==> src/hw/rtl/bmf_pkg.sv <==
// shared types, constants and helper functions of the morphology filter
// no dependencies
`default_nettype none

package bmf_pkg;

    localparam int WIN        = 15;
    localparam int HALF       = WIN / 2;
    localparam int TAPS       = WIN - 1;
    localparam int MASK_BITS  = WIN * WIN;
    localparam int MAX_W      = 1024;
    localparam int MAX_H      = 1024;
    localparam int PTR_W      = $clog2(MAX_W);
    localparam int DIM_W      = 11;
    localparam int ROW_W      = 13;
    localparam int COL_W      = PTR_W + 2;
    localparam int PIX_W      = 8;
    localparam int ADDR_W     = 6;
    localparam int DATA_W     = 64;
    localparam int FIFO_DEPTH = 8;
    localparam int FIFO_PTR_W = $clog2(FIFO_DEPTH);
    localparam int FIFO_CNT_W = FIFO_PTR_W + 1;

    localparam logic [PIX_W-1:0] PIX_FG = 8'd255;
    localparam logic [PIX_W-1:0] PIX_BG = 8'd0;

    typedef enum logic [1:0] {
        MODE_ERODE,
        MODE_DILATE,
        MODE_OPEN,
        MODE_CLOSE
    } mode_t;

    typedef enum logic [2:0] {
        REG_OP_MODE,
        REG_MASK0,
        REG_MASK1,
        REG_MASK2,
        REG_MASK3,
        REG_WIDTH,
        REG_HEIGHT
    } reg_idx_t;

    typedef enum logic {
        CMD_PUSH,
        CMD_FLUSH
    } cmd_t;

    typedef logic signed [ROW_W-1:0] row_t;
    typedef logic [PTR_W-1:0]        col_t;
    typedef logic [DIM_W-1:0]        dim_t;

    typedef struct packed {
        mode_t                 mode;
        logic [MASK_BITS-1:0]  mask;
        dim_t                  width;
        dim_t                  height;
    } frame_cfg_t;

    typedef struct packed {
        row_t row;
        col_t col;
    } center_t;

    // per-tick side information traveling with the window stages
    typedef struct packed {
        center_t q1;
        center_t qo;
        logic    emit;
        logic    last;
        logic    s1_bit;
    } tick_t;

    function automatic dim_t clamp_dim(input dim_t v, input dim_t lim);
        dim_t r;
        if (v == '0)
            r = dim_t'(1);
        else if (v > lim)
            r = lim;
        else
            r = v;
        return r;
    endfunction

    function automatic center_t advance(input center_t c, input dim_t w);
        center_t r;
        if ({1'b0, c.col} == w - dim_t'(1)) begin
            r.col = '0;
            r.row = c.row + row_t'(1);
        end
        else begin
            r.col = c.col + col_t'(1);
            r.row = c.row;
        end
        return r;
    endfunction

    // center of the window at the first tick of a frame: one lag (7w+7) or two
    function automatic center_t lag_start(input dim_t w, input logic two);
        center_t r;
        r.row = row_t'(-8);
        r.col = '0;
        if (!two) begin
            if (w >= dim_t'(8)) begin
                r.row = row_t'(-8);
                r.col = col_t'(w - dim_t'(7));
            end
            else begin
                unique case (w[2:0])
                    3'd2:    begin r.row = row_t'(-11); r.col = col_t'(1); end
                    3'd3:    begin r.row = row_t'(-10); r.col = col_t'(2); end
                    3'd4:    begin r.row = row_t'(-9);  r.col = col_t'(1); end
                    3'd5:    begin r.row = row_t'(-9);  r.col = col_t'(3); end
                    3'd6:    begin r.row = row_t'(-9);  r.col = col_t'(5); end
                    3'd7:    begin r.row = row_t'(-8);  r.col = col_t'(0); end
                    default: begin r.row = row_t'(-14); r.col = col_t'(0); end
                endcase
            end
        end
        else begin
            if (w >= dim_t'(15)) begin
                r.row = row_t'(-15);
                r.col = col_t'(w - dim_t'(14));
            end
            else begin
                unique case (w[3:0])
                    4'd2:    begin r.row = row_t'(-21); r.col = col_t'(0);  end
                    4'd3:    begin r.row = row_t'(-19); r.col = col_t'(1);  end
                    4'd4:    begin r.row = row_t'(-18); r.col = col_t'(2);  end
                    4'd5:    begin r.row = row_t'(-17); r.col = col_t'(1);  end
                    4'd6:    begin r.row = row_t'(-17); r.col = col_t'(4);  end
                    4'd7:    begin r.row = row_t'(-16); r.col = col_t'(0);  end
                    4'd8:    begin r.row = row_t'(-16); r.col = col_t'(2);  end
                    4'd9:    begin r.row = row_t'(-16); r.col = col_t'(4);  end
                    4'd10:   begin r.row = row_t'(-16); r.col = col_t'(6);  end
                    4'd11:   begin r.row = row_t'(-16); r.col = col_t'(8);  end
                    4'd12:   begin r.row = row_t'(-16); r.col = col_t'(10); end
                    4'd13:   begin r.row = row_t'(-16); r.col = col_t'(12); end
                    4'd14:   begin r.row = row_t'(-15); r.col = col_t'(0);  end
                    default: begin r.row = row_t'(-28); r.col = col_t'(0);  end
                endcase
            end
        end
        return r;
    endfunction

endpackage

`default_nettype wire

==> src/hw/rtl/bmf_out_fifo.sv <==
// result queue with slot reservation so accepted requests never overflow it
// depends on bmf_pkg
`default_nettype none

module bmf_out_fifo (
    input  wire logic                          clk,
    input  wire logic                          rst_n,
    input  wire logic                          reserve,
    input  wire logic                          push,
    input  wire logic                          push_bit,
    input  wire logic                          push_last,
    input  wire logic                          out_stall,
    output logic                               out_valid,
    output logic [bmf_pkg::PIX_W-1:0]          pixel_out,
    output logic                               frame_last,
    output logic                               full
);

    logic [1:0]                       q_reg [bmf_pkg::FIFO_DEPTH];
    logic [bmf_pkg::FIFO_PTR_W-1:0]   wr_ptr_reg, rd_ptr_reg;
    logic [bmf_pkg::FIFO_CNT_W-1:0]   cnt_reg, cnt_next;
    logic [bmf_pkg::FIFO_CNT_W-1:0]   credit_reg, credit_next;
    logic                             pop;

    assign out_valid  = cnt_reg != '0;
    assign pop        = out_valid && !out_stall;
    assign pixel_out  = q_reg[rd_ptr_reg][1] ? bmf_pkg::PIX_FG : bmf_pkg::PIX_BG;
    assign frame_last = q_reg[rd_ptr_reg][0];
    assign full       = credit_reg == bmf_pkg::FIFO_CNT_W'(bmf_pkg::FIFO_DEPTH);

    always_comb
    begin
        cnt_next    = cnt_reg + bmf_pkg::FIFO_CNT_W'(push) - bmf_pkg::FIFO_CNT_W'(pop);
        credit_next = credit_reg + bmf_pkg::FIFO_CNT_W'(reserve) -
                      bmf_pkg::FIFO_CNT_W'(pop);
    end

    always_ff @(posedge clk or negedge rst_n)
    begin
        if (!rst_n)
        begin
            wr_ptr_reg <= '0;
            rd_ptr_reg <= '0;
            cnt_reg    <= '0;
            credit_reg <= '0;
        end
        else
        begin
            cnt_reg    <= cnt_next;
            credit_reg <= credit_next;
            if (push)
                wr_ptr_reg <= wr_ptr_reg + bmf_pkg::FIFO_PTR_W'(1);
            if (pop)
                rd_ptr_reg <= rd_ptr_reg + bmf_pkg::FIFO_PTR_W'(1);
        end
    end

    always_ff @(posedge clk)
    begin
        if (push)
            q_reg[wr_ptr_reg] <= {push_bit, push_last};
    end

endmodule

`default_nettype wire

==> config.mk <==
export PLATFORM = sky130hd
export DESIGN_NAME = bmf_out_fifo
export DESIGN_NICKNAME = d
export VERILOG_FILES = /design/src/hw/rtl/bmf_pkg.sv /design/src/hw/rtl/bmf_out_fifo.sv
export SDC_FILE = /design/constraint.sdc
export NUM_CORES = 1
export LEC_CHECK = 0
export ABC_AREA = 0
export BUFFER_PORTS_ARGS = -buffer_cell sky130_fd_sc_hd__clkbuf_2
export CORE_MARGIN = 2
export CORE_UTILIZATION = 56
export DETAILED_ROUTE_END_ITERATION = 10
export GPL_TIMING_DRIVEN = 1
export PLACE_DENSITY = 0.77
export SYNTH_ARGS = -nofsm -noshare
export SYNTH_HDL_FRONTEND = slang
export SYNTH_SLANG_ARGS = --single-unit
==> constraint.sdc <==
create_clock -name clk -period 2.8 [get_ports clk]
set_input_delay 0.28 -clock clk [delete_from_list [all_inputs] [get_ports clk]]
set_output_delay 0.28 -clock clk [all_outputs]
set_load 0.01 [all_outputs]
After elaboration in Yosys (flattened, before gate mapping) --
Memory sizes are Yosys's and may differ from the RTL's. Index checks and enable logic that the tools add are counted. Widths: inputs -> output; s select.
Word-level totals: bits in registers 14, RAM bits 16, input bits 7, output and inout port bits 11, word-level logic and storage cells 18, memories 1
Memory list:
- q_reg | depth 8, width 2, read ports 1, clocked after memory_dff 0, wr ports 1, line bmf_out_fifo.sv:19 | logic [1:0] q_reg [bmf_pkg::FIFO_DEPTH];
Cells by class: add/subtract/negate cells 6, eq/ne operators 1, muxes and demuxes 3, reduce and logical (&&, ||, !) cells 3
Operators with widths (count):
- $add 4x1->4 | 2
- $mux 8 | 1
- $sub 4x1->4 | 2
- $add 3x1->3 const B | 2
- $eq 4x4->1 const B | 1
- $reduce_bool 4->1 | 1
- $mux 1 | 2
- $logic_and 1x1->1 | 1
- $logic_not 1->1 | 1

Longest topological paths before layout --
word-level depth 3, depth in mapped cells 9, depth with buffers taken out 9

Worst setup path after synthesis --
Ideal clock, no wire load.
path type flip-flop to flip-flop, from register cnt_reg[2] (netlist bit), to register credit_reg[2] (netlist bit), setup time 0.123 ns, arrival 1.906 ns, data required time 2.677 ns, path slack 0.772 ns, stages on the path, launching flop included 9, path buffers 0, period minus slack after synthesis 2.028 ns, cell sequence dfrtp_1 -> inv_1 -> ha_1 -> nor3b_1 -> or3_1 -> nand2_1 -> ha_1 -> fa_1 -> xor2_1
Between the ends: cells in the longest elaborated chain, start to end 3
RTL lines:
- from (decl) | line bmf_out_fifo.sv:21 | logic [bmf_pkg::FIFO_CNT_W-1:0] cnt_reg, cnt_next;
- from (signal assigned) | line bmf_out_fifo.sv:49 | cnt_reg <= cnt_next;
- $reduce_bool 4->1 | line bmf_out_fifo.sv:25 | assign out_valid = cnt_reg != '0;
- $logic_and 1x1->1 | line bmf_out_fifo.sv:26 | assign pop = out_valid && !out_stall;
- $sub 4x1->4 | line bmf_out_fifo.sv:34 | credit_next = credit_reg + bmf_pkg::FIFO_CNT_W'(reserve) -
- net credit_next (one bit) | line bmf_out_fifo.sv:22 | logic [bmf_pkg::FIFO_CNT_W-1:0] credit_reg, credit_next;
- to (signal assigned) | line bmf_out_fifo.sv:50 | credit_reg <= credit_next;
- to (decl) | line bmf_out_fifo.sv:22
The timed path passes the listed nets, and every way through them passes these cells. A chain may end at the register's enable or synchronous reset.

Final worst setup path --
Ends and elaborated chain as after synthesis.

==> results_dict.tcl <==
set metrics [dict create \
    multi_input_area_sq_um 528 \
    cts_buffers 5 \
    avgRoutedWirePerCell_um 13.7 \
    grt_first_pass_wirelength_um 3280 \
    gp_congestion 0.714 \
    synth_most_common_cell "edfxtp_1" \
    first_pass_iters 4 \
    cts_root_buf "clkbuf_4" \
    crit_slowest_cell "nor3b_1" \
    placed_area_sq_um 1520 \
    hold_viol_final 0 \
    initial_utilization 0.588 \
    power_frac_comb 0.447 \
    leakage_uw 0.000698 \
    min_period_ns 2.26 \
    power_frac_seq 0.422 \
    fin_hold_ws_ns 0.203 \
    hpwl_um 1580 \
    area_growth_pct 8.16 \
    drtAntennaViolNets 0 \
    antennaDiodeCount 0 \
    fp.dieArea_sq_um 3020 \
    htree_levels 2 \
    drc_errors 0 \
    io_buffer_count 17 \
    yosysSeqAreaShare 0.570 \
    synthesis.instances 103 \
    end_kind "register" \
    period_share 0.807 \
    vias 783 \
    fin_setup_tns_ns 0 \
    p_int_uw 1100 \
    fin_skew_ns 0.00281 \
    path_cells "inv_1 > ha_1 > nor3b_1 > or3_1 > nand2_1 > ha_1 > fa_1 > xor2_1" \
    pwr-share-clk 0.130 \
    cp_common_cell "ha_1" \
    required_ns 3.00 \
    post_cts_resize_count 0 \
    finish.utilization 0.636 \
    routed_via_density 5.19 \
    rsz0062_at_grt "false" \
    syn_avg_cell_area_sq_um 14.1 \
    clkSinkCount 30 \
    antenna_found_initial 0 \
    postLayoutCellArea_sq_um 1580 \
    ys.flop_type "edfxtp_1" \
    crit_type "register to register" \
    crit_path_start_kind "register" \
    ys_seq_elements 30 \
    rr_worst_depth 8 \
    crit_arrival_ns 2.46 \
    vdd_drop_max_v 0.000672 \
    die_w_um 55.0 \
    hp-class "input port to register" \
    synth_edf_count 16 \
    drt_iter0_drc 12 \
    cp_slowest_stage_delay_ns 0.49 \
    status "finished clean" \
    max_cap_violations 0 \
    synth_top_area_frac 0.330 \
    synth_warnings 0 \
    fmax_ghz 0.442 \
    syn-num-nets 122 \
    largest_reg_flops 16 \
    cts_tree "done" \
    maxSlewViolCount 0 \
    yosysUniqueCellTypes 20 \
    grt_pass1_vias 759 \
    grt_max_degree 15 \
    drive_gt1_frac 0.223 \
    ios 18 \
    rows 18 \
    syn-cell-area_sq_um 1460 \
    cp_max_fo 6 \
    wl_um 2070 \
    finalSetupViolations 0 \
    powerDensity_nw_per_um2 1100 \
    yosys.area.top_type "edfxtp_1" \
    dp.cells 142 \
    overflow 0 \
    layout.cells.non_filler 151 \
    async_flop_share 0.467 \
    insertion_delay_ns 0.30 \
    grtUsageTotal 0.162 \
    nFillCells 182 \
    synth_area_leaders "edfxtp_1 (33%), dfrtp_1 (24%), ha_1 (8.6%)" \
    regArea_sq_um 831 \
    whs_path_depth 2 \
    clk_path_buf_depth 2 \
    tightest_slew_ns 0.581 \
    die_h_um 55.0 \
    synth_commonest_cells "edfxtp_1 (16), dfrtp_1 (14), ha_1 (10)" \
    slew_headroom 0.612 \
    core_area_sq_um 2480 \
    path_clk_slew_ns 0.09 \
    switchingPower_uw 636 \
    fin_nets 139 \
    swShare 0.366 \
]
[area by class of cell]
cell class / instances / area share
clock buffer: 6 / 0.0262
clock inverter: 2 / 0.00556
inverter: 9 / 0.0214
multi-input combinational: 56 / 0.335
sequential: 30 / 0.527
tap: 30 / 0.0238
timing repair buffer: 18 / 0.0604
[per-layer routing]
metal / global-route usage / wire, um
met1: 0.191 / 924
met2: 0.278 / 1010
met3: 0.0484 / 114
met4: 0.0610 / 19
met5: 0 / 0
[cell usage in the layout, fill, tap and decap left out, drive strengths merged, types with 3 or more instances in the layout]
cell / count
mux4: 4
clkbuf: 23
nor3b: 3
edfxtp: 16
nor2: 7
nand2b: 3
xnor2: 3
nand2: 6
dfrtp: 14
inv: 9
mux2: 4
xor2: 5
ha: 10
[final timing paths]
| path | endpoint | startpoint | slack, ns |
|---|---|---|---|
| min in group asynchronous | rd_ptr_reg[1] | rst_n | 0.40 |
| worst max-delay path | credit_reg[2] | cnt_reg[2] | 0.54 |
| worst max register to register | credit_reg[2] | cnt_reg[2] | 0.54 |
| max in group asynchronous | wr_ptr_reg[1] | rst_n | 2.14 |
| worst min-delay path | credit_reg[0] | reserve | 0.20 |
| worst min register to register | rd_ptr_reg[2] | rd_ptr_reg[2] | 0.54 |
[power groups by stage]
stage | clock, uW | sequential [uW] | combinational, uW
floorplan | 0 | 701 | 704
global placement | 0 | 734 | 739
detailed placement | 0 | 745 | 784
CTS | 232 | 735 | 792
global route | 250 | 755 | 887
finish | 226 | 733 | 777
[through the flow]
| stage | worst slack [ns] | total power (uW) |
|---|---|---|
| 6_report | 0.539 | 1740 |
| 5_1_grt | 0.378 | 1890 |
| 4_1_cts | 0.510 | 1760 |
| 3_5_place_dp | 0.534 | 1530 |
| 3_3_place_gp | 0.663 | 1470 |
| 2_1_floorplan | 0.772 | 1410 |
[logic make-up (layout without fill, tap and decap cells)]
family / Yosys count / after routing / synth area share
multiplexers: 8 / 8 / 0.103
buffers and inverters: 17 / 35 / 0.0670
AO/OA/AOI/OAI: 5 / 5 / 0.0206
AND/OR/NAND/NOR: 23 / 23 / 0.0773
adder cells (fa/ha/maj): 12 / 12 / 0.113
XOR/XNOR: 8 / 8 / 0.0481
flip-flops: 30 / 30 / 0.570
[repair_timing]
action | CTS | global route
setup endpoints to repair | 0 | 0
hold buffers | 1 | 0
setup buffers | 0 | 0
endpoints found under the hold margin | 14 | 0
[worst max-delay path, delay by kind of cell, from the launching register on]
kind | cells | cell delay [ns]
adder cells (fa/ha/maj) | 3 | 0.72
AND/OR/NAND/NOR | 3 | 0.82
flip-flops | 1 | 0.37
buffers and inverters | 1 | 0.07
XOR/XNOR | 1 | 0.17
Note: power is estimated with default switching activity, not from simulation.
