===== src/hw/rtl/bmf_pkg.sv =====
// shared types, constants and helper functions of the morphology filter
// no dependencies
`default_nettype none

package bmf_pkg;

    localparam int WIN        = 15;
    localparam int HALF       = WIN / 2;
    localparam int TAPS       = WIN - 1;
    localparam int MASK_BITS  = WIN * WIN;
    localparam int MAX_W      = 1024;
    localparam int MAX_H      = 1024;
    localparam int PTR_W      = $clog2(MAX_W);
    localparam int DIM_W      = 11;
    localparam int ROW_W      = 13;
    localparam int COL_W      = PTR_W + 2;
    localparam int PIX_W      = 8;
    localparam int ADDR_W     = 6;
    localparam int DATA_W     = 64;
    localparam int FIFO_DEPTH = 8;
    localparam int FIFO_PTR_W = $clog2(FIFO_DEPTH);
    localparam int FIFO_CNT_W = FIFO_PTR_W + 1;

    localparam logic [PIX_W-1:0] PIX_FG = 8'd255;
    localparam logic [PIX_W-1:0] PIX_BG = 8'd0;

    typedef enum logic [1:0] {
        MODE_ERODE,
        MODE_DILATE,
        MODE_OPEN,
        MODE_CLOSE
    } mode_t;

    typedef enum logic [2:0] {
        REG_OP_MODE,
        REG_MASK0,
        REG_MASK1,
        REG_MASK2,
        REG_MASK3,
        REG_WIDTH,
        REG_HEIGHT
    } reg_idx_t;

    typedef enum logic {
        CMD_PUSH,
        CMD_FLUSH
    } cmd_t;

    typedef logic signed [ROW_W-1:0] row_t;
    typedef logic [PTR_W-1:0]        col_t;
    typedef logic [DIM_W-1:0]        dim_t;

    typedef struct packed {
        mode_t                 mode;
        logic [MASK_BITS-1:0]  mask;
        dim_t                  width;
        dim_t                  height;
    } frame_cfg_t;

    typedef struct packed {
        row_t row;
        col_t col;
    } center_t;

    // per-tick side information traveling with the window stages
    typedef struct packed {
        center_t q1;
        center_t qo;
        logic    emit;
        logic    last;
        logic    s1_bit;
    } tick_t;

    function automatic dim_t clamp_dim(input dim_t v, input dim_t lim);
        dim_t r;
        if (v == '0)
            r = dim_t'(1);
        else if (v > lim)
            r = lim;
        else
            r = v;
        return r;
    endfunction

    function automatic center_t advance(input center_t c, input dim_t w);
        center_t r;
        if ({1'b0, c.col} == w - dim_t'(1)) begin
            r.col = '0;
            r.row = c.row + row_t'(1);
        end
        else begin
            r.col = c.col + col_t'(1);
            r.row = c.row;
        end
        return r;
    endfunction

    // center of the window at the first tick of a frame: one lag (7w+7) or two
    function automatic center_t lag_start(input dim_t w, input logic two);
        center_t r;
        r.row = row_t'(-8);
        r.col = '0;
        if (!two) begin
            if (w >= dim_t'(8)) begin
                r.row = row_t'(-8);
                r.col = col_t'(w - dim_t'(7));
            end
            else begin
                unique case (w[2:0])
                    3'd2:    begin r.row = row_t'(-11); r.col = col_t'(1); end
                    3'd3:    begin r.row = row_t'(-10); r.col = col_t'(2); end
                    3'd4:    begin r.row = row_t'(-9);  r.col = col_t'(1); end
                    3'd5:    begin r.row = row_t'(-9);  r.col = col_t'(3); end
                    3'd6:    begin r.row = row_t'(-9);  r.col = col_t'(5); end
                    3'd7:    begin r.row = row_t'(-8);  r.col = col_t'(0); end
                    default: begin r.row = row_t'(-14); r.col = col_t'(0); end
                endcase
            end
        end
        else begin
            if (w >= dim_t'(15)) begin
                r.row = row_t'(-15);
                r.col = col_t'(w - dim_t'(14));
            end
            else begin
                unique case (w[3:0])
                    4'd2:    begin r.row = row_t'(-21); r.col = col_t'(0);  end
                    4'd3:    begin r.row = row_t'(-19); r.col = col_t'(1);  end
                    4'd4:    begin r.row = row_t'(-18); r.col = col_t'(2);  end
                    4'd5:    begin r.row = row_t'(-17); r.col = col_t'(1);  end
                    4'd6:    begin r.row = row_t'(-17); r.col = col_t'(4);  end
                    4'd7:    begin r.row = row_t'(-16); r.col = col_t'(0);  end
                    4'd8:    begin r.row = row_t'(-16); r.col = col_t'(2);  end
                    4'd9:    begin r.row = row_t'(-16); r.col = col_t'(4);  end
                    4'd10:   begin r.row = row_t'(-16); r.col = col_t'(6);  end
                    4'd11:   begin r.row = row_t'(-16); r.col = col_t'(8);  end
                    4'd12:   begin r.row = row_t'(-16); r.col = col_t'(10); end
                    4'd13:   begin r.row = row_t'(-16); r.col = col_t'(12); end
                    4'd14:   begin r.row = row_t'(-15); r.col = col_t'(0);  end
                    default: begin r.row = row_t'(-28); r.col = col_t'(0);  end
                endcase
            end
        end
        return r;
    endfunction

endpackage

`default_nettype wire


===== src/hw/rtl/bmf_cfg_regs.sv =====
// configuration register file on the apb-style port
// depends on bmf_pkg
`default_nettype none

module bmf_cfg_regs (
    input  wire logic                          clk,
    input  wire logic                          rst_n,
    input  wire logic                          psel,
    input  wire logic                          penable,
    input  wire logic                          pwrite,
    input  wire logic [bmf_pkg::ADDR_W-1:0]    paddr,
    input  wire logic [bmf_pkg::DATA_W-1:0]    pwdata,
    output logic      [bmf_pkg::DATA_W-1:0]    prdata,
    output logic                               pready,
    output bmf_pkg::frame_cfg_t                cfg
);

    bmf_pkg::mode_t                      mode_reg;
    logic [bmf_pkg::MASK_BITS-1:0]       mask_reg;
    bmf_pkg::dim_t                       width_reg;
    bmf_pkg::dim_t                       height_reg;
    bmf_pkg::reg_idx_t                   idx;
    logic                                wr_en;

    assign idx    = bmf_pkg::reg_idx_t'(paddr[bmf_pkg::ADDR_W-1:3]);
    assign wr_en  = psel && penable && pwrite;
    assign pready = 1'b1;

    always_ff @(posedge clk or negedge rst_n)
    begin
        if (!rst_n)
        begin
            mode_reg   <= bmf_pkg::MODE_ERODE;
            mask_reg   <= '0;
            width_reg  <= bmf_pkg::dim_t'(bmf_pkg::MAX_W);
            height_reg <= bmf_pkg::dim_t'(bmf_pkg::MAX_H);
        end
        else if (wr_en)
        begin
            unique case (idx)
                bmf_pkg::REG_OP_MODE: mode_reg <= bmf_pkg::mode_t'(pwdata[1:0]);
                bmf_pkg::REG_MASK0:   mask_reg[63:0]    <= pwdata;
                bmf_pkg::REG_MASK1:   mask_reg[127:64]  <= pwdata;
                bmf_pkg::REG_MASK2:   mask_reg[191:128] <= pwdata;
                bmf_pkg::REG_MASK3:   mask_reg[224:192] <= pwdata[32:0];
                bmf_pkg::REG_WIDTH:   width_reg  <= pwdata[bmf_pkg::DIM_W-1:0];
                bmf_pkg::REG_HEIGHT:  height_reg <= pwdata[bmf_pkg::DIM_W-1:0];
                default: ;
            endcase
        end
    end

    always_comb
    begin
        unique case (idx)
            bmf_pkg::REG_OP_MODE: prdata = {62'd0, mode_reg};
            bmf_pkg::REG_MASK0:   prdata = mask_reg[63:0];
            bmf_pkg::REG_MASK1:   prdata = mask_reg[127:64];
            bmf_pkg::REG_MASK2:   prdata = mask_reg[191:128];
            bmf_pkg::REG_MASK3:   prdata = {31'd0, mask_reg[224:192]};
            bmf_pkg::REG_WIDTH:   prdata = {53'd0, width_reg};
            bmf_pkg::REG_HEIGHT:  prdata = {53'd0, height_reg};
            default:              prdata = '0;
        endcase
    end

    assign cfg.mode   = mode_reg;
    assign cfg.mask   = mask_reg;
    assign cfg.width  = width_reg;
    assign cfg.height = height_reg;

endmodule

`default_nettype wire


===== config.mk =====
export PLATFORM = sky130hd
export DESIGN_NAME = bmf_cfg_regs
export DESIGN_NICKNAME = d
export VERILOG_FILES = /design/src/hw/rtl/bmf_pkg.sv /design/src/hw/rtl/bmf_cfg_regs.sv
export SDC_FILE = /design/constraint.sdc
export NUM_CORES = 1
export LEC_CHECK = 0
export BUFFER_PORTS_ARGS = -buffer_cell sky130_fd_sc_hd__buf_2
export CAP_MARGIN = 20
export CORE_MARGIN = 2
export CORE_UTILIZATION = 30
export DETAILED_ROUTE_END_ITERATION = 6
export PLACE_DENSITY = 0.52
export SLEW_MARGIN = 15
export SYNTH_ARGS = -nofsm -noshare
export SYNTH_HDL_FRONTEND = slang
export SYNTH_SLANG_ARGS = --single-unit

===== constraint.sdc =====
create_clock -name clk -period 5 [get_ports clk]
set_input_delay 1 -clock clk [delete_from_list [all_inputs] [get_ports clk]]
set_output_delay 1 -clock clk [all_outputs]
set_load 0.01 [all_outputs]

; ---- Yosys cells after proc, flatten, opt, wreduce, memory -nomap -nowiden
; Index checks and enable logic that the tools add are counted.
; W data, S select, Z words.
[totals]
out_inout_bits = 314
in_bits = 75
ramBits = 0
word_cells = 24
mem_count = 0
latchBits = 0
romBits = 0
ff_bits = 249
[op_classes]
order_cmp = 0
bitwise = 0
n_div = 0
n_mul = 0
n_eq_ne = 6
mux = 1
shift = 0
n_reduce_logical = 10
n_addsub = 0
[ops]
columns = op, count
row1 = $pmux W64 S7, 1
row2 = $reduce_and A2 Y1, 7
row3 = $eq A3 B3 Y1 const B, 3
row4 = $eq A3 B2 Y1 const B, 2
row5 = $eq A3 B1 Y1 const B, 1
row6 = $logic_not A3 Y1, 1
row7 = $logic_and A1 B1 Y1, 2

; ---- Depth between registers and ports, before layout
; Gate-level depths: netlist (run 1).
[depth]
depth_word = 3
ltp_mapped = 6
ltp_nobuf = 3

; ---- Worst setup path before layout (run 1)
; No wires, ideal clock.
[synth_timing]
path_type = input to output
startpoint = input paddr[5] (netlist bit)
endpoint = output prdata[10] (netlist bit)
path_stages = 5
n_path_buf = 2
path_slack_ns = 1.802
t_required_ns = 4.000
arrival_time_ns = 2.198
cell_sequence = buf_2 > clkbuf_1 > mux2_2 > a221oi_1 > a21oi_1
[synth_between]
elab_chain_cells = 2
elab_cells_between_ends = 8
cone_classes = 6 x eq/ne / 1 x mux / 1 x reduce/logical
[synth_lines]
columns = element, line_no
row1 = "start, declared", bmf_cfg_regs.sv:11  ; input wire logic [bmf_pkg::ADDR_W-1:0] paddr,
row2 = "$eq A3 B3 Y1, or another cell as far along", bmf_cfg_regs.sv:55  ; unique case (idx)
row3 = $pmux W64 S7 (*), bmf_cfg_regs.sv:55
row4 = "end, declared", bmf_cfg_regs.sv:13  ; output logic [bmf_pkg::DATA_W-1:0] prdata,
; Every way passes the cells marked *; elsewhere a longest branch is shown, timed or not.

; ---- Worst setup path in the final report (run 1)
[layout_timing]
startpoint = input paddr[3] (netlist bit)
endpoint = output prdata[49] (netlist bit)
; The elaborated chain is that of the path after synthesis.

==> flow_summary_export.csv, run 1 <==
group,metric,value,unit
synthesis,syn_inst,796,
synthesis,synth_fp_nets,871,
run_status,status,"finished, final reports clean",
sta,hold_violations,0,
floorplan,pin_count,389,
sta,setup_viol,0,
critical_path,rr_startpoint,"mask_reg[128]$_DFFE_PN0P_",
placement,dp_hpwl,24.9,mm
finish,seq_area,6230,um2
grt,grt_overflow,0,
finish,drive_gt1_share,62.3,%
critical_path,cp-startpoint,"paddr[3]",
critical_path,r2r_end,"mask_reg[128]$_DFFE_PN0P_",
finish,multi_input_area,4700,um2
detailed_routing,dr_total_vias,8276,
clocking,ctsHoldBuffers,0,
finish,final_cells,1713,
synthesis,ys_top_cells_by_area,"dfrtp_1 (55%), mux2_2 (27%), a22oi_1 (3.5%)",
placement,dp_cells,1658,
flow_run,max-cap-violations,0,
floorplan,initial_utilization,30.3,%
floorplan,rows,71,
finish,final_common_cell,"buf_2",
synthesis,ys_warn_count,0,
critical_path,reg2reg_depth,1,
clocking,clkLatencyLatePin,0.55,ns
detailed_routing,ant_nets,0,
finish,largest_register_ffs,225,
worst_hold_path,hold_path_depth,1,
finish,syn_to_final_growth,30.9,%
sta,finalCriticalPeriod,3.78,ns
power_and_ir_drop,leakagePower,7.44,nW
finish,layout_common_cells,"buf_2 (381), mux2_2 (275), dfrtp_1 (247)",
floorplan,die_h,198,um
synthesis,ys_types,33,
placement,placed_cell_area,13800,um2
critical_path,r2r_setup_slack,4.18,ns
clocking,clockBufferDepth,3,
grt,grt_max_degree,122,
grt,grt_pass1_wl,54.9,mm
clocking,tritoncts,"done",
finish,nets,1253,
floorplan,core_area,37400,um2
detailed_routing,wl_per_cell,21.6,um
floorplan,die_w,198,um
finish,design_area,14800,um2
placement,io_buffers,384,
finish,nFillCells,3666,
critical_path,path_max_fanout,29,
critical_path,startpoint_type,"primary input",
clocking,htreeDepth,1,
sta,slew_headroom,35.3,%
synthesis,synth.top_cell.area_share,54.5,%
clocking,ctsResizeCount,0,
detailed_routing,drt_pass1_iterations,4,
sta,grt_setup_unrepaired,"no",
sta,hold_ws,0.505,ns
sta,fin_skew,0,ns
finish,finalCoreUtilization,39.7,%
worst_hold_path,hp-class,"flip-flop to flip-flop",
sta,max_slew.worst_pin.slew,0.970,ns
clocking,clock-sinks,249,
critical_path,arrival,2.78,ns
critical_path,crit_end,"prdata[49]",
synthesis,synth_seq_cells,249,
placement,gp_congestion,0.737,
sta,setup_tns,0,ns
grt,grt_use_total,18.4,%
power_and_ir_drop,max-vdd-ir-drop,277,uV
critical_path,setup.worst_path.end_class,"output pin",
grt,grt_pass1_vias,8488,
clocking,numCtsBuffers,29,
floorplan,die-area,39400,um2
critical_path,crit_type,"primary input to output pin",
synthesis,synth_area_per_cell,14.2,um2
detailed_routing,via_per_inst,4.83,
clocking,cts-root-buf,"clkbuf_16",
synthesis,syn-cell-area,11300,um2
detailed_routing,drtIter0Drc,252,
clocking,clkSlewWorstSetupHoldPaths,0.05,ns
detailed_routing,wl,37.1,mm
critical_path,cp.required,4.00,ns
sta,maxSlewViolCount,0,
synthesis,yosysSeqAreaShare,55.0,%
sta,fmax,0.265,GHz
sta,period_share,75.6,%
clocking,cts_setup_buffers,0,
detailed_routing,drc,0,
synthesis,yosys.area.top_type,"dfrtp_1",
power_and_ir_drop,power.density,444,nW/um2
grt,grt_antenna_before_repair,3,
## report_power, final
| group | internal, W | switching [W] |
|---|---|---|
| clock network | 0.00146 | 0.000859 |
| logic | 0.000758 | 0.000783 |
| registers | 0.00241 | 0.000305 |
| total | 0.00464 | 0.00195 |
## per-layer routing
metal	GRT usage [%]	part of all wire (%)
met3	5.54	8.0
met4	4.18	1.9
met2	29.9	47
met5	0	0.062
met1	24.1	43
## how the worst min path moves through the flow
stage / from / slack [ns] / end
floorplan: mask_reg[67]$_DFFE_PN0P_ / 0.55 / mask_reg[67]$_DFFE_PN0P_
global placement: mask_reg[133]$_DFFE_PN0P_ / 0.49 / mask_reg[133]$_DFFE_PN0P_
detailed placement: mask_reg[72]$_DFFE_PN0P_ / 0.50 / mask_reg[72]$_DFFE_PN0P_
CTS: mask_reg[72]$_DFFE_PN0P_ / 0.51 / mask_reg[72]$_DFFE_PN0P_
global route: mask_reg[133]$_DFFE_PN0P_ / 0.54 / mask_reg[133]$_DFFE_PN0P_
finish: mask_reg[68]$_DFFE_PN0P_ / 0.51 / mask_reg[68]$_DFFE_PN0P_
## critical path, cell delays in order
cell,delay (ns)
buf_4,0.42
buf_4,0.50
mux2_2,0.38
a22oi_1,0.22
nor2_1,0.07
buf_2,0.15
## stage by stage
step | setup WS [ns] | total power, W
finish | 1.22 | 0.00658
global route | 1.12 | 0.00694
CTS | 1.18 | 0.00669
detailed placement | 1.17 | 0.00432
global placement | 1.18 | 0.00430
floorplan | 1.80 | 0.00352
## cell families after synthesis
kind of cell	after synthesis	synth area share, %
buffers and inverters	60	3.64
AO/OA/AOI/OAI	101	6.58
AND/OR/NAND/NOR	59	2.75
multiplexers	326	32.0
other	1	0.0331
flip-flops	249	55.0
## layout make-up
type | count | area share (%)
sequential | 249 | 42.0
clock inverter | 12 | 1.30
clock buffer | 41 | 5.87
antenna | 2 | 0.0337
timing repair buffer | 411 | 14.8
multi-input combinational | 487 | 31.7
tap | 511 | 4.31
## Yosys cell counts, drive strengths merged
master and instances:
buf 47, mux2 291, nor3 1, o2bb2ai 3, or3 1, nor2 38, a221oi 5, a21oi 5
conb 1, clkbuf 13, nand2 4, nand2b 4, o22ai 22, nand4b 1, dfrtp 247, a221o 3
o211ai 1, o221ai 2, dfstp 2, a32oi 1, nor3b 1, a2bb2oi 5, a211oi 1, nor2b 7
mux2i 35, and3b 1, a22oi 53, nand4 1
Power figures use the tool's default switching activity.
==> run 2, diff against run 1 <==
clock period = 3.5 ns   (was 5 ns; I/O delays follow)
==> run 2 against run 1 <==
Clock skew stayed put. Worst hold slack worse by 0.33 ns. Combinational power is 43% higher. Sequential share of layout area is 0.33 points higher. Flip-flop and latch count stayed put. Via count is 0.33% lower. Highest routed layer unchanged.
==> flow_summary_export.csv, run 2 (synthesis results as in run 1) <==
group,metric,value,unit
critical_path,crit_type,"primary input to output pin",
grt,grt_max_degree,88,
placement,dp_hpwl,24.3,mm
detailed_routing,drc,0,
sta,fin_ws,0.617,ns
power_and_ir_drop,power.density,614,nW/um2
finish,syn_to_final_growth,29.9,%
grt,grt_pass1_vias,8578,
sta,maxSlewViolCount,0,
power_and_ir_drop,power.total,0.00904,W
grt,grt_antenna_before_repair,5,
detailed_routing,drtIter0Drc,220,
clocking,cts-root-buf,"clkbuf_16",
floorplan,pin_count,389,
sta,setup_tns,0,ns
finish,layout_common_cells,"buf_2 (381), mux2_2 (275), dfrtp_1 (247)",
floorplan,die_h,198,um
clocking,clkSlewWorstSetupHoldPaths,0.06,ns
sta,grt_setup_unrepaired,"no",
grt,grt_overflow,0,
sta,hold_violations,0,
floorplan,rows,71,
placement,placed_cell_area,13800,um2
floorplan,core_area,37400,um2
clocking,clockBufferDepth,3,
clocking,tritoncts,"done",
grt,grt_use_total,18.1,%
sta,fin_skew,0,ns
clocking,cts_setup_buffers,0,
sta,period_share,82.4,%
critical_path,cpMaxStageDelayCell,"mux2_2",
clocking,ctsResizeCount,0,
critical_path,path_max_fanout,42,
power_and_ir_drop,p_sw,0.00276,W
sta,finalCriticalPeriod,2.88,ns
critical_path,arrival,2.18,ns
critical_path,startpoint_type,"primary input",
critical_path,cp_top_family,"buffers and inverters",
floorplan,initial_utilization,30.3,%
finish,nets,1250,
sta,max_slew.worst_pin.slew,0.703,ns
detailed_routing,dr_total_vias,8249,
power_and_ir_drop,max-vdd-ir-drop,363,uV
run_status,status,"finished, final reports clean",
critical_path,setup.worst_path.end_class,"output pin",
sta,slew_headroom,53.1,%
power_and_ir_drop,leakagePower,7.37,nW
placement,gp_congestion,0.758,
finish,final_common_cell,"buf_2",
clocking,numCtsBuffers,29,
finish,drive_gt1_share,61.7,%
power_and_ir_drop,seqPwrFrac,43.0,%
power_and_ir_drop,power.internal,0.00629,W
detailed_routing,wl_per_cell,21.3,um
grt,grt_pass1_wl,54.5,mm
critical_path,critical_path.max_stage_delay,0.37,ns
flow_run,max-cap-violations,0,
detailed_routing,drt_pass1_iterations,4,
placement,dp_slack,0.600,ns
finish,final_cells,1709,
clocking,htreeDepth,1,
power_and_ir_drop,p_clk_share,32.7,%
clocking,clkLatencyLatePin,0.54,ns
power_and_ir_drop,switching_share,30.5,%
power_and_ir_drop,combinationalPowerShare,24.3,%
worst_hold_path,hp-class,"primary input to asynchronous set/reset pin",
floorplan,die-area,39400,um2
sta,fmax,0.347,GHz
sta,setup_viol,0,
clocking,clock-sinks,249,
floorplan,die_w,198,um
critical_path,critPathBufInv,3,
detailed_routing,via_per_inst,4.83,
critical_path,critical_path.cell_chain,"buf_4, buf_12, mux2_2, a22oi_1, nor2_1, buf_2",
placement,dp_cells,1655,
detailed_routing,ant_nets,0,
finish,largest_register_ffs,225,
finish,design_area,14700,um2
placement,io_buffers,384,
critical_path,cp.required,2.80,ns
detailed_routing,wl,36.5,mm
clocking,ctsHoldBuffers,0,
[run 2: changes by cell type in the layout (fill, tap and decap cells not counted), moves of 2 or more]
cell,before,now
clkinv_2,5,7
bufinv_16,5,2
clkbuf_1,2,7
buf_4,25,18
clkbuf_8,10,4
buf_12,4,8
[run 2: final timing paths]
check,from,to,slack [ns],depth (start not counted)
worst min register to register,mask_reg[69]$_DFFE_PN0P_,mask_reg[69]$_DFFE_PN0P_,0.51,1
min in group clk,pwdata[41],mask_reg[105]$_DFFE_PN0P_,0.41,2
worst max-delay path,paddr[3],prdata[49],0.62,6
worst min-delay path,rst_n,mask_reg[189]$_DFFE_PN0P_,0.17,1
max in group asynchronous,rst_n,width_reg[10]$_DFFE_PN1P_,2.48,2
worst max register to register,mask_reg[131]$_DFFE_PN0P_,mask_reg[131]$_DFFE_PN0P_,2.68,1
[run 2: area by class of cell]
cell class / count / area (um2)
clock buffer: 40 / 807
fill: 3690 / 22700
clock inverter: 11 / 113
timing repair buffer: 408 / 2220
antenna: 3 / 7.51
tap: 511 / 639
sequential: 249 / 6230
multi-input combinational: 487 / 4700
[run 2: per-stage QoR]
| stage | util, % | hold slack (ns) |
|---|---|---|
| detailed placement | 36.9 | 0.499 |
| CTS | 39.3 | 0.187 |
| global route | 39.4 | 0.209 |
| floorplan | - | 0.404 |
| global placement | 36.9 | 0.488 |
| finish | 39.4 | 0.173 |
[run 2: power by group through the flow]
| stage | Sequential, W | Combinational (W) | Clock, W |
|---|---|---|---|
| floorplan | 0.00413 | 0.000898 | 0 |
| global placement | 0.00391 | 0.00222 | 0 |
| detailed placement | 0.00394 | 0.00224 | 0 |
| CTS | 0.00389 | 0.00224 | 0.00306 |
| global route | 0.00398 | 0.00240 | 0.00317 |
| finish | 0.00389 | 0.00220 | 0.00296 |
[run 2: routing by layer]
metal	vias up	track usage [%]	share of wire, %
li1	3707	-	-
met1	4177	22.8	42
met2	295	30.4	48
met3	66	4.92	7.4
met4	4	5.51	2.5
met5	-	0	0.060
