$ cat config.mk
export PLATFORM = sky130hd
export DESIGN_NAME = bmf_ctrl
export DESIGN_NICKNAME = d
export VERILOG_FILES = /design/src/hw/rtl/bmf_pkg.sv /design/src/hw/rtl/bmf_ctrl.sv
export SDC_FILE = /design/constraint.sdc
export NUM_CORES = 1
export LEC_CHECK = 0
export BUFFER_PORTS_ARGS = -buffer_cell sky130_fd_sc_hd__buf_4
export CORE_AREA = 2 2 219 221
export DETAILED_ROUTE_END_ITERATION = 12
export DIE_AREA = 0 0 221 223
export PLACE_DENSITY_LB_ADDON = 0.25
export SKIP_CTS_REPAIR_TIMING = 1
export SYNTH_ARGS = -nofsm -noshare
export SYNTH_HDL_FRONTEND = slang
export SYNTH_SLANG_ARGS = --single-unit
$ cat constraint.sdc
create_clock -name clk -period 9 [get_ports clk]
set_input_delay 1.35 -clock clk [delete_from_list [all_inputs] [get_ports clk]]
set_output_delay 1.35 -clock clk [all_outputs]
set_load 0.01 [all_outputs]
$ cat src/hw/rtl/bmf_pkg.sv
// shared types, constants and helper functions of the morphology filter
// no dependencies
`default_nettype none

package bmf_pkg;

    localparam int WIN        = 15;
    localparam int HALF       = WIN / 2;
    localparam int TAPS       = WIN - 1;
    localparam int MASK_BITS  = WIN * WIN;
    localparam int MAX_W      = 1024;
    localparam int MAX_H      = 1024;
    localparam int PTR_W      = $clog2(MAX_W);
    localparam int DIM_W      = 11;
    localparam int ROW_W      = 13;
    localparam int COL_W      = PTR_W + 2;
    localparam int PIX_W      = 8;
    localparam int ADDR_W     = 6;
    localparam int DATA_W     = 64;
    localparam int FIFO_DEPTH = 8;
    localparam int FIFO_PTR_W = $clog2(FIFO_DEPTH);
    localparam int FIFO_CNT_W = FIFO_PTR_W + 1;

    localparam logic [PIX_W-1:0] PIX_FG = 8'd255;
    localparam logic [PIX_W-1:0] PIX_BG = 8'd0;

    typedef enum logic [1:0] {
        MODE_ERODE,
        MODE_DILATE,
        MODE_OPEN,
        MODE_CLOSE
    } mode_t;

    typedef enum logic [2:0] {
        REG_OP_MODE,
        REG_MASK0,
        REG_MASK1,
        REG_MASK2,
        REG_MASK3,
        REG_WIDTH,
        REG_HEIGHT
    } reg_idx_t;

    typedef enum logic {
        CMD_PUSH,
        CMD_FLUSH
    } cmd_t;

    typedef logic signed [ROW_W-1:0] row_t;
    typedef logic [PTR_W-1:0]        col_t;
    typedef logic [DIM_W-1:0]        dim_t;

    typedef struct packed {
        mode_t                 mode;
        logic [MASK_BITS-1:0]  mask;
        dim_t                  width;
        dim_t                  height;
    } frame_cfg_t;

    typedef struct packed {
        row_t row;
        col_t col;
    } center_t;

    // per-tick side information traveling with the window stages
    typedef struct packed {
        center_t q1;
        center_t qo;
        logic    emit;
        logic    last;
        logic    s1_bit;
    } tick_t;

    function automatic dim_t clamp_dim(input dim_t v, input dim_t lim);
        dim_t r;
        if (v == '0)
            r = dim_t'(1);
        else if (v > lim)
            r = lim;
        else
            r = v;
        return r;
    endfunction

    function automatic center_t advance(input center_t c, input dim_t w);
        center_t r;
        if ({1'b0, c.col} == w - dim_t'(1)) begin
            r.col = '0;
            r.row = c.row + row_t'(1);
        end
        else begin
            r.col = c.col + col_t'(1);
            r.row = c.row;
        end
        return r;
    endfunction

    // center of the window at the first tick of a frame: one lag (7w+7) or two
    function automatic center_t lag_start(input dim_t w, input logic two);
        center_t r;
        r.row = row_t'(-8);
        r.col = '0;
        if (!two) begin
            if (w >= dim_t'(8)) begin
                r.row = row_t'(-8);
                r.col = col_t'(w - dim_t'(7));
            end
            else begin
                unique case (w[2:0])
                    3'd2:    begin r.row = row_t'(-11); r.col = col_t'(1); end
                    3'd3:    begin r.row = row_t'(-10); r.col = col_t'(2); end
                    3'd4:    begin r.row = row_t'(-9);  r.col = col_t'(1); end
                    3'd5:    begin r.row = row_t'(-9);  r.col = col_t'(3); end
                    3'd6:    begin r.row = row_t'(-9);  r.col = col_t'(5); end
                    3'd7:    begin r.row = row_t'(-8);  r.col = col_t'(0); end
                    default: begin r.row = row_t'(-14); r.col = col_t'(0); end
                endcase
            end
        end
        else begin
            if (w >= dim_t'(15)) begin
                r.row = row_t'(-15);
                r.col = col_t'(w - dim_t'(14));
            end
            else begin
                unique case (w[3:0])
                    4'd2:    begin r.row = row_t'(-21); r.col = col_t'(0);  end
                    4'd3:    begin r.row = row_t'(-19); r.col = col_t'(1);  end
                    4'd4:    begin r.row = row_t'(-18); r.col = col_t'(2);  end
                    4'd5:    begin r.row = row_t'(-17); r.col = col_t'(1);  end
                    4'd6:    begin r.row = row_t'(-17); r.col = col_t'(4);  end
                    4'd7:    begin r.row = row_t'(-16); r.col = col_t'(0);  end
                    4'd8:    begin r.row = row_t'(-16); r.col = col_t'(2);  end
                    4'd9:    begin r.row = row_t'(-16); r.col = col_t'(4);  end
                    4'd10:   begin r.row = row_t'(-16); r.col = col_t'(6);  end
                    4'd11:   begin r.row = row_t'(-16); r.col = col_t'(8);  end
                    4'd12:   begin r.row = row_t'(-16); r.col = col_t'(10); end
                    4'd13:   begin r.row = row_t'(-16); r.col = col_t'(12); end
                    4'd14:   begin r.row = row_t'(-15); r.col = col_t'(0);  end
                    default: begin r.row = row_t'(-28); r.col = col_t'(0);  end
                endcase
            end
        end
        return r;
    endfunction

endpackage

`default_nettype wire

$ cat src/hw/rtl/bmf_ctrl.sv
// frame control: input counting, frame settings latch and window center tracking
// depends on bmf_pkg
`default_nettype none

module bmf_ctrl (
    input  wire logic                          clk,
    input  wire logic                          rst_n,
    input  wire logic                          in_valid,
    input  wire logic                          in_stall,
    input  wire logic                          cmd,
    input  wire logic [bmf_pkg::PIX_W-1:0]     pixel_in,
    input  bmf_pkg::frame_cfg_t                cfg,
    output bmf_pkg::frame_cfg_t                act,
    output logic                               reserve,
    output logic                               tick_valid,
    output logic                               tick_bit,
    output bmf_pkg::tick_t                     tick_info
);

    logic                     active_reg, active_next;
    logic                     in_done_reg, in_done_next;
    bmf_pkg::dim_t            in_row_reg, in_row_next;
    bmf_pkg::col_t            in_col_reg, in_col_next;
    bmf_pkg::center_t         q1_reg, q1_next;
    bmf_pkg::center_t         qo_reg, qo_next;
    bmf_pkg::frame_cfg_t      act_reg, act_next;
    logic                     tvalid_reg, tvalid_next;
    logic                     tbit_reg, tbit_next;
    bmf_pkg::tick_t           tinfo_reg, tinfo_next;

    logic                     push, accept, in_phase, start, tick, two, emit, last, in_last;
    bmf_pkg::frame_cfg_t      cfg_clamped;
    bmf_pkg::center_t         q1_cur, qo_cur;
    bmf_pkg::dim_t            in_row_cur;
    bmf_pkg::col_t            in_col_cur;
    bmf_pkg::row_t            h_row;

    always_comb
    begin
        cfg_clamped        = cfg;
        cfg_clamped.width  = bmf_pkg::clamp_dim(cfg.width,  bmf_pkg::dim_t'(bmf_pkg::MAX_W));
        cfg_clamped.height = bmf_pkg::clamp_dim(cfg.height, bmf_pkg::dim_t'(bmf_pkg::MAX_H));

        push     = bmf_pkg::cmd_t'(cmd) == bmf_pkg::CMD_PUSH;
        accept   = in_valid && !in_stall;
        in_phase = !active_reg || !in_done_reg;
        start    = !active_reg && push;
        // while pixels are still due, a flush does nothing; afterwards any request ticks
        tick     = accept && (!in_phase || push);

        act_next = start ? cfg_clamped : act_reg;
        two      = (act_next.mode == bmf_pkg::MODE_OPEN) ||
                   (act_next.mode == bmf_pkg::MODE_CLOSE);
        q1_cur   = start ? bmf_pkg::lag_start(act_next.width, 1'b0) : q1_reg;
        qo_cur   = start ? bmf_pkg::lag_start(act_next.width, two) : qo_reg;
        in_row_cur = start ? '0 : in_row_reg;
        in_col_cur = start ? '0 : in_col_reg;

        h_row   = bmf_pkg::row_t'({2'b00, act_next.height});
        emit    = (qo_cur.row >= bmf_pkg::row_t'(0)) && (qo_cur.row < h_row);
        last    = emit && (qo_cur.row == h_row - bmf_pkg::row_t'(1)) &&
                  ({1'b0, qo_cur.col} == act_next.width - bmf_pkg::dim_t'(1));
        in_last = (in_row_cur == act_next.height - bmf_pkg::dim_t'(1)) &&
                  ({1'b0, in_col_cur} == act_next.width - bmf_pkg::dim_t'(1));
        reserve = tick && emit;

        active_next  = active_reg;
        in_done_next = in_done_reg;
        in_row_next  = in_row_reg;
        in_col_next  = in_col_reg;
        q1_next      = q1_reg;
        qo_next      = qo_reg;
        if (tick)
        begin
            q1_next = bmf_pkg::advance(q1_cur, act_next.width);
            qo_next = bmf_pkg::advance(qo_cur, act_next.width);
            if (in_phase)
            begin
                in_done_next = in_last;
                if (in_col_cur == bmf_pkg::col_t'(act_next.width - bmf_pkg::dim_t'(1)))
                begin
                    in_col_next = '0;
                    in_row_next = in_row_cur + bmf_pkg::dim_t'(1);
                end
                else
                begin
                    in_col_next = in_col_cur + bmf_pkg::col_t'(1);
                    in_row_next = in_row_cur;
                end
            end
            active_next = !last;
            if (last)
                in_done_next = 1'b0;
        end

        tvalid_next           = tick;
        tbit_next             = in_phase && (pixel_in == bmf_pkg::PIX_FG);
        tinfo_next.q1         = q1_cur;
        tinfo_next.qo         = qo_cur;
        tinfo_next.emit       = emit;
        tinfo_next.last       = last;
        tinfo_next.s1_bit     = 1'b0;
    end

    always_ff @(posedge clk or negedge rst_n)
    begin
        if (!rst_n)
        begin
            active_reg  <= 1'b0;
            in_done_reg <= 1'b0;
            in_row_reg  <= '0;
            in_col_reg  <= '0;
            q1_reg      <= '0;
            qo_reg      <= '0;
            act_reg     <= '0;
            tvalid_reg  <= 1'b0;
        end
        else
        begin
            active_reg  <= active_next;
            in_done_reg <= in_done_next;
            in_row_reg  <= in_row_next;
            in_col_reg  <= in_col_next;
            q1_reg      <= q1_next;
            qo_reg      <= qo_next;
            act_reg     <= act_next;
            tvalid_reg  <= tvalid_next;
        end
    end

    always_ff @(posedge clk)
    begin
        if (tick)
        begin
            tbit_reg  <= tbit_next;
            tinfo_reg <= tinfo_next;
        end
    end

    assign act        = act_reg;
    assign tick_valid = tvalid_reg;
    assign tick_bit   = tbit_reg;
    assign tick_info  = tinfo_reg;

endmodule

`default_nettype wire

Word-level counts from Yosys, hierarchy flattened
Memory sizes are Yosys's and may differ from the RTL's.
Cells that the tools add are included.
{"block": "word_totals", "regBits": 368, "romBits": 144, "in_bits": 262, "elab_cells": 95, "memories": 1}
{"block": "op_classes", "add_sub_neg": 11, "magnitude_cmp": 6, "n_eq_ne": 15, "n_mux": 19, "bitwise": 1, "reduce_logical": 22}
{"name": "(no name shown)", "words": 16, "word_bits": 9, "rd": 1, "rd_clocked_by_memory_dff": 0, "write_ports": 0, "line": "bmf_pkg.sv:126", "source": "unique case (w[3:0])"}
{"operator": "two-way mux 249 bit", "n": 1}
{"operator": "two-way mux 23 bit", "n": 6}
{"operator": "case mux 14 bit (6 select lines)", "n": 1}
{"operator": "two-way mux 11 bit", "n": 6}
{"operator": "== test 10 x 11 -> 1 bit", "n": 3}
{"operator": "adder 10 x 1 -> 10 bit (second input constant)", "n": 3}
{"operator": "adder 13 x 2 -> 13 bit (second input constant)", "n": 2}
{"operator": ">= comparator 11 x 4 -> 1 bit (second input constant)", "n": 2}
{"operator": "greater-than comparator 11 bit (second input constant)", "n": 2}
{"operator": "zero test 11 bit", "n": 2}
{"operator": "subtractor 11 x 1 -> 11 bit (second input constant)", "n": 2}
{"operator": "two-way mux 10 bit", "n": 2}
{"operator": "two-way mux 14 bit", "n": 1}
{"operator": "== test 13 x 12 -> 1 bit", "n": 1}
{"operator": ">= comparator 13 x 1 -> 1 bit (second input constant)", "n": 1}
{"operator": "less-than comparator 13 x 12 -> 1 bit", "n": 1}
{"operator": "== test 3 bit (second input constant)", "n": 4}
{"operator": "subtractor 11 x 1 -> 12 bit (second input constant)", "n": 1}
{"operator": "adder 11 x 1 -> 11 bit (second input constant)", "n": 1}
{"operator": "== test 11 bit", "n": 1}
{"operator": "== test 10 bit", "n": 1}
{"operator": "subtractor 10 x 3 -> 10 bit (second input constant)", "n": 1}
{"operator": "subtractor 10 x 4 -> 10 bit (second input constant)", "n": 1}
{"operator": "logical AND 1 bit", "n": 9}
{"operator": "other kinds (9)", "n": 19}

Longest topological paths before layout
Gate-level depths: netlist of the first run.
{"block": "logic_depth", "depth_word": 15, "depth_mapped": 24, "mapped_depth_nobuf": 21}

Least setup slack after synthesis of the first run
No wires, ideal clock.
{"block": "synth_path", "kind": "input to output", "start": "input port cfg[12] (netlist bit)", "end": "output port reserve", "arrival_ns": 5.429, "t_required_ns": 7.650, "setup_slack_ns": 2.221, "stages": 16, "path_buffers": 0, "cell_sequence": "or4_1 > or4_1 > nand2_1 > ha_1 > ha_1 > nor4_1 > a2111oi_0 > a21o_1 > ha_1 > nor2b_1 > o21a_1 > o21a_1 > o211ai_1 > a21boi_0 > o2111a_1 > nor3_1"}
{"element": "start, declared", "line": "bmf_ctrl.sv:12", "source": "input bmf_pkg::frame_cfg_t cfg,"}
{"element": "end, declared", "line": "bmf_ctrl.sv:14", "source": "output logic reserve,"}

==> reports/metrics.cfg, run 1 <==
[setup_path]
critPathArrivalTime_ns = 6.39
crit_type = input pin to output port
crit_required_ns = 7.65
path_cells = buf_4, or2_4, o21a_1, inv_1, ha_1, o21ai_0, a21oi_2, nor3_4, a31oi_1, o21ai_0, ha_1, o21a_1, o21a_1, o211ai_1, a21boi_0, o2111a_1, nor3_1, buf_4
slowest_delay_ns = 0.56
cp_max_fo = 36
rrSetupSlack_ns = 2.79
cpMostUsedCell = o21a_1
crit_buf_inv = 3
cp_top_family = compound AO/OA/AOI/OAI gates
cp-end-kind = output port
critPathLaunchType = input pin
cp_slowest_cell = o21ai_0

[logic_synthesis]
synthXorXnorAreaFrac = 0.0502
syn-num-nets = 2351
synth-adder-area-share = 0.0225
synth-async-reset-ratio = 0.867
yosys.area_share.simple = 0.265
seq_area_frac_synth = 0.515
syn_area_per_cell_sq_um = 8.93
synthMuxAreaShare = 0.00783
syn_area_sq_um = 18400
ys_types = 91
ys_seq_elements = 368
synth_edf_count = 49
ys_warn_count = 0
synthFlopType = dfrtp_1
synthCells = 2056
synth_compound_area_frac = 0.105
synth_top_family_by_area = simple AND/OR/NAND/NOR gates

[final_layout]
largest_reg_flops = 247
fill_cells = 4417
nets = 2876
layout.cells.most_common_list = 791 x nand2_1, 584 x buf_4, 319 x dfrtp_1
mostFrequentLayoutCell = nand2_1
drive_gt1_frac = 0.265
multi_input_area_sq_um = 8290
syn_to_final_growth_pct = 33.6
seqCellArea_sq_um = 9450

[sta]
timing.final.crit_share = 0.860
finalHoldViolations = 0
fin_worst_skew_ns = 0.0253
setup_slack_ns = 1.26
clock.fmax_mhz = 129
rsz0062_at_grt = false
fin_setup_tns_ns = 0
slew_headroom = 0.245
fin_crit_ns = 7.74
worst_pin_slew_ns = 1.13
final-setup-viol-count = 0
slew_violations = 0

[routing]
postRouteAntennaNets = 0
drcViolationCount = 0
wire_per_inst_microns = 22.2
avgViaCountPerCell = 5.34
wl_microns = 71900
drt-initial-drc-count = 1361
vias = 17300
drt_pass1_iterations = 6

[global_routing]
antenna_found_initial = 5
grt_usage = 0.285
grt_max_degree = 154
grt_pass1_vias = 17000
grt_pass1_wl_microns = 107000
grt.overflow.total = 0

[power_and_ir_drop]
peakVddDrop_uv = 178
power_mw = 7.18
power_leakage_nw = 12.0
power_density_nw_per_um2 = 293

[status]
outcome = completed

[cts]
clkSlewWorstSetupHoldPaths_ns = 0.06
cts-buffers-inserted = 42
cts.path.max_buffers = 3
clock_latency_ns = 0.59
cts_root_buf = clkbuf_16
tritoncts = built
cts.htree.levels = 2
cts_sinks = 368

[floorplanning]
die_area_sq_um = 49300
core_area_sq_um = 47100
die_y_microns = 223
start_util = 0.390
io_pins = 563
chipWidth_microns = 221
rows = 80

[place]
io_buffer_count = 561
place_ws_ns = 1.31
finalWeightedCongestion = 0.941
hpwl_microns = 53900

[hold_path]
hold_path_class = register to register

[job]
maxCapViolCount = 0

cells in the mapped netlist, drive strengths merged (31+ instances only):
library cell | number | area [sq um]
a21oi | 45 | 236
nand3 | 44 | 220
edfxtp | 49 | 1470
nand2 | 792 | 2980
nor2 | 66 | 250
o21ai | 69 | 345
inv | 50 | 188
dfrtp | 319 | 7980
xor2 | 32 | 280
o31ai | 31 | 238
xnor2 | 63 | 552
ha | 33 | 413
clkbuf | 77 | 289
nor3 | 43 | 253
metal layers:
| metal | share of wire | routed length [microns] | up-vias | GRT usage |
|---|---|---|---|---|
| met5 | 0.00013 | 9 | - | 0 |
| met3 | 0.070 | 5040 | 154 | 0.0676 |
| met1 | 0.40 | 28800 | 8414 | 0.360 |
| li1 | - | - | 8007 | - |
| met2 | 0.49 | 35100 | 699 | 0.472 |
| met4 | 0.041 | 2950 | 2 | 0.115 |
worst min-delay path: cells and delay by family (launching register included):
kind	cells	cell delay (ns)
flip-flops	1	0.34
AND/OR/NAND/NOR	2	0.10
power breakdown:
part	leakage (nW)	switching [mW]	internal (mW)	total [mW]
sequential	4.36	0.310	2.15	2.46
combinational	6.94	1.77	1.17	2.95
clock	0.689	0.732	1.04	1.77
total	12.0	2.82	4.36	7.18
metrics by stage:
stage,hold WS [ns],instances,instance area (sq um),util
after global routing,0.494,3234,24500,0.521
after floorplan,0.440,2056,18400,-
after CTS,0.479,3230,24500,0.520
after detailed placement,0.463,3152,23100,0.491
final,0.473,3234,24500,0.521
after global placement,0.456,3152,23100,0.491
worst paths after layout:
path	start	to	cells past startpoint
worst max-delay path	cmd	reserve	18
worst min-delay path	act[193]	act[193]	2
worst max register to register	active_reg	in_col_reg[4]	14
worst min register to register	act[193]	act[193]	2
max in group asynchronous	rst_n	act[180]	2
min in group asynchronous	rst_n	act[91]	1
final cells by class:
| cell class | instances | share of cell area |
|---|---|---|
| antenna | 4 | 0.000408 |
| clock buffer | 59 | 0.0483 |
| clock inverter | 19 | 0.00887 |
| inverter | 52 | 0.00795 |
| multi-input combinational | 1531 | 0.338 |
| sequential | 368 | 0.385 |
| tap | 615 | 0.0314 |
| timing repair buffer | 586 | 0.180 |
cells by family after synthesis:
logic type | Yosys count
AOI/OAI and AO/OA | 274
adders and majority gates | 33
buffers and inverters | 157
muxes | 14
and+or+nand+nor | 1110
DFF | 368
xor gates and xnor gates | 99
other | 1
(Power assumes the default switching activity.)
==> run 2: changes to the inputs <==
--- a/config.mk
+++ b/config.mk
@@ -6,9 +6,10 @@
 export NUM_CORES = 1
 export LEC_CHECK = 0
 export BUFFER_PORTS_ARGS = -buffer_cell sky130_fd_sc_hd__buf_4
-export CORE_AREA = 2 2 219 221
+export CORE_AREA = 2 2 222 224
+export CTS_BUF_LIST = sky130_fd_sc_hd__clkbuf_16
 export DETAILED_ROUTE_END_ITERATION = 12
-export DIE_AREA = 0 0 221 223
+export DIE_AREA = 0 0 224 226
 export PLACE_DENSITY_LB_ADDON = 0.25
 export SKIP_CTS_REPAIR_TIMING = 1
 export SYNTH_ARGS = -nofsm -noshare
==> run 2 against run 1 <==
Sequential power barely moved. Die area up 2.7%. Clock-buffer cell count shrank 11. Flip-flop and latch count unchanged. Global-route usage fell by 0.70 points. Clock skew fell by 0.010 ns. Core utilization down 1.2 points. Power grew 0.70%.
==> reports/metrics.cfg, run 2 (synthesis results as in run 1) <==
[floorplanning]
start_util = 0.380  ; was 0.390
die_y_microns = 226  ; was 223 microns
die_area_sq_um = 50600  ; was 49300 sq um
core_area_sq_um = 48300  ; was 47100 sq um
rows = 81  ; was 80
io_pins = 563  ; unchanged
chipWidth_microns = 224  ; was 221 microns

[sta]
clock.fmax_mhz = 128  ; was 129 MHz
fin_hold_ws_ns = 0.471  ; was 0.473 ns
final-setup-viol-count = 0  ; unchanged
slew_headroom = 0.131  ; was 0.245
fin_worst_skew_ns = 0.0152  ; was 0.0253 ns
finalHoldViolations = 0  ; unchanged
setup_slack_ns = 1.21  ; was 1.26 ns
slew_violations = 0  ; unchanged
fin_setup_tns_ns = 0  ; unchanged
fin_crit_ns = 7.79  ; was 7.74 ns
rsz0062_at_grt = false  ; unchanged
worst_pin_slew_ns = 1.28  ; was 1.13 ns
timing.final.crit_share = 0.866  ; was 0.860

[routing]
wire_per_inst_microns = 22.2  ; about the same
vias = 17200  ; was 17.3k
drt-initial-drc-count = 1431  ; was 1361
drcViolationCount = 0  ; unchanged
postRouteAntennaNets = 0  ; unchanged
avgViaCountPerCell = 5.32  ; was 5.34
drt_pass1_iterations = 5  ; was 6
wl_microns = 72100  ; was 71900 microns

[setup_path]
cp_top_family = compound AO/OA/AOI/OAI gates  ; unchanged
slowest_delay_ns = 0.57  ; was 0.56 ns
cp_slowest_cell = o21ai_0  ; unchanged
critPathArrivalTime_ns = 6.44  ; was 6.39 ns
cpMostUsedCell = o21a_1  ; unchanged
cp_max_fo = 41  ; was 36
critPathLaunchType = input pin  ; unchanged
crit_required_ns = 7.65  ; about the same
crit_type = input pin to output port  ; unchanged
crit_buf_inv = 3  ; unchanged
path_cells = buf_4, or2_4, o21a_1, inv_1, ha_1, o21ai_0, a21oi_2, nor3_4, a31oi_1, o21ai_0, ha_1, o21a_1, o21a_1, o211ai_1, a21boi_0, o2111a_1, nor3_1, buf_4  ; unchanged
cp-end-kind = output port  ; unchanged

[global_routing]
grt.overflow.total = 0  ; unchanged
grt_pass1_vias = 17100  ; was 17.0k
grt_max_degree = 121  ; was 154
grt_usage = 0.278  ; was 0.285
grt_pass1_wl_microns = 106000  ; was 107000 microns
antenna_found_initial = 9  ; was 5

[place]
finalWeightedCongestion = 0.943  ; was 0.941
place_ws_ns = 1.31  ; about the same
placed_area_sq_um = 23100  ; about the same
hpwl_microns = 54300  ; was 53900 microns
io_buffer_count = 561  ; unchanged

[status]
outcome = completed  ; unchanged

[hold_path]
hold_path_class = register to register  ; unchanged

[cts]
cts_sinks = 368  ; unchanged
tritoncts = built  ; unchanged
clock_latency_ns = 0.57  ; was 0.59 ns
cts_root_buf = clkbuf_16  ; unchanged
clkSlewWorstSetupHoldPaths_ns = 0.05  ; was 0.06 ns
cts.htree.levels = 2  ; unchanged
cts-buffers-inserted = 43  ; was 42
cts.path.max_buffers = 3  ; unchanged

[power_and_ir_drop]
peakVddDrop_uv = 181  ; was 178 uV
power_density_nw_per_um2 = 294  ; was 293 nW/um^2
power_leakage_nw = 12.0  ; about the same

[final_layout]
syn_to_final_growth_pct = 33.9  ; was 33.6%
mostFrequentLayoutCell = nand2_1  ; unchanged
final_util = 0.509  ; was 0.521
fill_cells = 4566  ; was 4417
nets = 2878  ; was 2876
largest_reg_flops = 247  ; unchanged
fin_area_sq_um = 24600  ; was 24500 sq um
layout.cells.most_common_list = 791 x nand2_1, 585 x buf_4, 319 x dfrtp_1  ; was 791 x nand2_1, 584 x buf_4, 319 x dfrtp_1
drive_gt1_frac = 0.263  ; was 0.265

[job]
maxCapViolCount = 0  ; unchanged

[run 2: cell types whose count changed in the layout (fill, tap and decap cells not counted), sizes merged]
cell      delta
buf          +1
clkbuf      -11
clkinv       +6
clkinvlp     -2
diode        +2
inv          +7
[run 2: metal layers]
metal | GRT usage | vias to the layer above | share of wire
met2 | 0.449 | 701 | 0.47
met1 | 0.348 | 8358 | 0.40
met3 | 0.0695 | 176 | 0.075
met5 | 0 | - | 0.00050
li1 | - | 8004 | -
met4 | 0.139 | 6 | 0.050
[run 2: cell type report]
type / instances / area [sq um] / share of cell area
inverters: 52 / 195 / 0.00793
well taps: 622 / 778 / 0.0316
clock buffers: 48 / 1200 / 0.0488
multi-input cells: 1531 / 8290 / 0.337
clock inverters: 30 / 245 / 0.00997
diodes: 6 / 15.0 / 0.000610
repair buffers: 587 / 4430 / 0.180
flip-flops and latches: 368 / 9450 / 0.384
[run 2: path summary, 6_finish.rpt]
kind / slack [ns] / cells past startpoint / to / start
setup / recovery: 1.21 / 18 / reserve / cmd
hold / removal: 0.47 / 2 / act[165] / act[165]
setup reg to reg: 2.51 / 19 / active_reg / active_reg
hold reg to reg: 0.47 / 2 / act[165] / act[165]
max in group asynchronous: 6.75 / 2 / act[95] / rst_n
min in group asynchronous: 0.85 / 1 / act[18] / rst_n
[run 2: worst register-to-register path: stages, from the launching register on]
cell and delay, ns:
dfrtp_1 0.87, or2_4 0.60, o21a_1 0.46, inv_1 0.30, ha_1 0.37, o21ai_0 0.26
a21oi_2 0.15, nor3_4 0.47, a31oi_1 0.15, o21ai_0 0.57, ha_1 0.37, o21a_1 0.11
o21a_1 0.17, o211ai_1 0.14, a21boi_0 0.13, o2111a_1 0.28, nor3b_1 0.23, nand4b_1 0.16
nor3_1 0.42, o21ai_0 0.14
[run 2: metrics by stage]
step / std cells / power [mW]
after floorplan: 2056 / 3.99
after global placement: 3160 / 5.40
after detailed placement: 3160 / 5.41
after CTS: 3238 / 7.26
after global routing: 3243 / 7.62
final: 3244 / 7.23
[run 2: power breakdown]
part           total [mW]  internal [mW]  switching, mW
Combinational        2.96           1.17           1.78
Clock                1.81           1.07          0.738
Sequential           2.46           2.15          0.311
